## config.mk

```make
export PLATFORM = sky130hd
export DESIGN_NAME = btpc_mul
export DESIGN_NICKNAME = d
export VERILOG_FILES = /design/src/rtl/btpc_pkg.sv /design/src/rtl/btpc_mul.sv
export SDC_FILE = /design/constraint.sdc
export NUM_CORES = 2
export LEC_CHECK = 0
export BUFFER_PORTS_ARGS = -buffer_cell sky130_fd_sc_hd__buf_2
export CAP_MARGIN = 25
export CORE_MARGIN = 1.5
export CORE_UTILIZATION = 30
export DETAILED_ROUTE_END_ITERATION = 6
export GPL_TIMING_DRIVEN = 1
export REMOVE_ABC_BUFFERS = 1
export SLEW_MARGIN = 20
export SYNTH_ARGS = -nofsm -noshare
export SYNTH_HDL_FRONTEND = slang
export SYNTH_SLANG_ARGS = --single-unit
```

## constraint.sdc

```tcl
create_clock -name clk_i -period 7.3 [get_ports clk_i]
set_input_delay 0.365 -clock clk_i [delete_from_list [all_inputs] [get_ports clk_i]]
set_output_delay 0.365 -clock clk_i [all_outputs]
set_load 0.005 [all_outputs]
```

## src/rtl/btpc_pkg.sv

```systemverilog
// ----------------------------------------------------------------------------
// btpc_pkg
// Shared types and constants of the barometer compensation block.
// ----------------------------------------------------------------------------
package btpc_pkg;

  localparam int unsigned CAL_W     = 16;
  localparam int unsigned RAW_W     = 24;
  localparam int unsigned TEMP_W    = 19;
  localparam int unsigned PRESS_W   = 24;
  localparam int unsigned CFG_IDX_W = 3;
  localparam int unsigned MUL_A_W   = 24;
  localparam int unsigned MUL_B_W   = 25;
  localparam int unsigned PROD_W    = MUL_A_W + 1 + MUL_B_W;
  localparam int unsigned OFF_W     = 40;
  localparam int unsigned SENS_W    = 38;
  localparam int unsigned ACC_W     = 64;

  localparam logic [CFG_IDX_W-1:0] CFG_C1 = 3'd0;
  localparam logic [CFG_IDX_W-1:0] CFG_C2 = 3'd1;
  localparam logic [CFG_IDX_W-1:0] CFG_C3 = 3'd2;
  localparam logic [CFG_IDX_W-1:0] CFG_C4 = 3'd3;
  localparam logic [CFG_IDX_W-1:0] CFG_C5 = 3'd4;
  localparam logic [CFG_IDX_W-1:0] CFG_C6 = 3'd5;

  localparam logic KIND_TEMP  = 1'b0;
  localparam logic KIND_PRESS = 1'b1;

  localparam logic signed [TEMP_W-1:0] TEMP_BASE = 19'sd2000;

  typedef enum logic [3:0] {
    S_IDLE,
    S_T_DIFF,
    S_T_MUL,
    S_T_FIN,
    S_P_OFF,
    S_P_SENS,
    S_P_SQD,
    S_P_CORR,
    S_P_T2,
    S_P_LO,
    S_P_HI,
    S_P_FIN
  } btpc_state_e;

  typedef struct packed {
    logic                      en;
    logic [MUL_A_W-1:0]        a;
    logic signed [MUL_B_W-1:0] b;
  } btpc_mul_op_t;

endpackage

```

## src/rtl/btpc_mul.sv

```systemverilog
// ----------------------------------------------------------------------------
// btpc_mul
// Shared registered multiplier: unsigned 24-bit by signed 25-bit operand.
// ----------------------------------------------------------------------------
module btpc_mul import btpc_pkg::*; (
  input  logic                     clk_i,
  input  btpc_mul_op_t             op_i,
  output logic signed [PROD_W-1:0] prod_o
);

  logic signed [PROD_W-1:0] prod_d;
  logic signed [PROD_W-1:0] prod_q;

  assign prod_d = $signed({1'b0, op_i.a}) * op_i.b;
  assign prod_o = prod_q;

  always_ff @(posedge clk_i) begin
    if (op_i.en) begin
      prod_q <= prod_d;
    end
  end

endmodule

```

==> impl_metrics.csv <==
group,metric,value,unit
min_path,hold_start,"op_i[0]",
status,run_status,"complete, no violations",
route,wl_met2,26.92,mm
critical_path,cp_max_fo,11,
logic_synthesis,synth_cells,2361,
global_route,grt_max_degree,51,
cts,cts_buffers,5,
cts,post-cts-setup-buffer-count,0,
timing,slew_viol_final,0,
finish,largest_reg_flops,50,
global_route,antenna_found_initial,1,
logic_synthesis,synth_top_area_share,46.16,%
placement,dp_hpwl,48.74,mm
cts,ctsHtreeMaxLevel,2,
logic_synthesis,synthArstFlopShare,0,%
min_path,min_delay_worst_endpoint,"prod_o[0]",
critical_path,end_kind,"flop",
die,core_area,71730,um2
timing,rsz0062_at_grt,"false",
cts,post_cts_resized,0,
finish,area_growth,9.464,%
logic_synthesis,synth_seq_area_share,6.883,%
global_route,grt_pass1_wl,90.97,mm
cts,cts-root-buf,"clkbuf_16",
route,top_layer,"met4",
timing,fin_tns_setup,0,ns
die,initial_core_util,30.41,%
logic_synthesis,yosys_warnings,0,
logic_synthesis,ys_ff_latch,50,
global_route,track_usage,15.40,%
die,die-area,74340,um2
critical_path,start_kind,"input port",
route,drc,0,
finish,drive_gt1_share,7.844,%
logic_synthesis,ys_top_cells_by_count,"554 x inv_1, 503 x fa_1, 312 x nand2_1",
route,wirelength,55.29,mm
cts,clockBufferDepth,2,
timing,period_needed,6.843,ns
timing,period_share,93.74,%
critical_path,crit_required,7.34,ns
global_route,grt_pass1_vias,16660,
logic_synthesis,syn_avg_cell_area,9.239,um2
timing,tightest_slew,0.7006,ns
cts,cts_tree,"done",
logic_synthesis,synth.most_common_cell,"inv_1",
logic_synthesis,yosysUniqueCellTypes,50,
die,ios,101,
job,maxCapViolCount,0,
logic_synthesis,synth_ff_type,"edfxtp_1",
logic_synthesis,netlist_area,21810,um2
min_path,min_path_cells,2,
placement,gp_congestion,0.9112,
die,die_width,272.7,um
route,routedWlPerCell,16.33,um
die,num_rows,98,
cts,cts_hold_buffers,0,
cts,clock_sinks,50,
logic_synthesis,synth_edf_count,50,
finish,fill_cells,7493,
route,vias_per_cell,4.618,
critical_path,critPathKind,"in -> reg",
global_route,gr-total-overflow,0,
route,drtPass1Iterations,5,
timing,maxSlewHeadroom,53.29,%
logic_synthesis,synth_top_area_cell,"fa_1",
timing,hold_viol,0,
route,drt_iter0_drc,955,
cts,clkTransAtPathRegs,0.07,ns
min_path,hp-class,"in -> reg",
critical_path,worstPathArrival,6.88,ns
route,wl_met3,2.444,mm
timing,max_freq,0.1461,GHz
route,vias,15640,
route,antenna_left,0,
timing,setup-violations-final,0,
logic_synthesis,ys_top_cells_by_area,"fa_1 46%, ha_1 12%, inv_1 9.5%, and2_1 8.5%, edfxtp_1 6.9%",
route,wl_met1,25.17,mm
die,die_h,272.7,um
placement,numPortBuffers,100,
finish,nets,3199,
critical path, stage by stage:
cell and delay [ns]:
buf_2 0.21, and2_1 0.23, fa_1 0.53, fa_1 0.55
inv_1 0.05, fa_1 0.52, inv_1 0.05, fa_1 0.49
inv_1 0.06, fa_1 0.53, inv_1 0.05, fa_1 0.52
inv_1 0.06, fa_1 0.48, inv_1 0.04, ha_1 0.35
a21oi_1 0.26, o21ai_0 0.17, nor4b_1 0.26, nand3_1 0.26
a41oi_1 0.34, o21ai_0 0.17, a21oi_1 0.20, xnor2_1 0.10
cells by family after synthesis:
logic type / share of synthesized area (%)
AOI/OAI and AO/OA: 4.543
xor gates and xnor gates: 1.807
buffers and inverters: 11.58
and+or+nand+nor: 16.92
DFF: 6.883
adders and majority gates: 58.27
cells in the final DEF, fill, tap and decap left out, drive strengths merged, types with 15 or more instances in the layout:
cell / instances
nand2: 312
nor2b: 19
nor2: 26
and2: 297
xnor2: 28
o21ai: 26
buf: 182
edfxtp: 50
a21oi: 48
ha: 211
inv: 554
nand3: 15
xor2: 17
a21o: 27
nand2b: 22
fa: 503
worst max-delay path by stage:
stage / end / from / cells past startpoint
global route: prod_o[34] / op_i[41] / 24
CTS: prod_o[46] / op_i[41] / 23
global placement: prod_o[46] / op_i[41] / 23
floorplan: prod_o[44] / op_i[41] / 23
finish: prod_o[34] / op_i[41] / 24
detailed placement: prod_o[46] / op_i[41] / 23
cell type report:
type | count | area [um2] | area share (%)
Antenna cell | 1 | 2.502 | 0.01048
Clock buffer | 6 | 128.9 | 0.5397
Timing Repair Buffer | 182 | 1154 | 4.831
Multi-Input combinational cell | 1641 | 17790 | 74.49
Clock inverter | 2 | 37.54 | 0.1572
Sequential cell | 50 | 1501 | 6.288
Inverter | 554 | 2079 | 8.709
Tap cell | 950 | 1189 | 4.978
per-stage QoR:
step,std cells,utilization (%),setup slack [ns],area [um2],hold WS (ns)
final,3386,33.29,0.4570,23880,0.7133
after global routing,3385,33.28,0.1781,23880,0.7097
after CTS,3385,33.28,0.4567,23880,0.6816
after detailed placement,3377,33.05,0.1561,23710,0.7639
after global placement,3377,33.05,0.1959,23710,0.7588
after floorplan,2245,-,0.8867,21370,0.4775
per-layer routing:
| layer | GRT usage (%) | vias up |
|---|---|---|
| met5 | 0 | - |
| met4 | 2.295 | 0 |
| met3 | 1.283 | 51 |
| met2 | 26.20 | 374 |
| met1 | 21.70 | 8096 |
| li1 | - | 7117 |
Power is not shown: default switching activity piles up to over one toggle a cycle in this logic, so the estimate is an artifact.
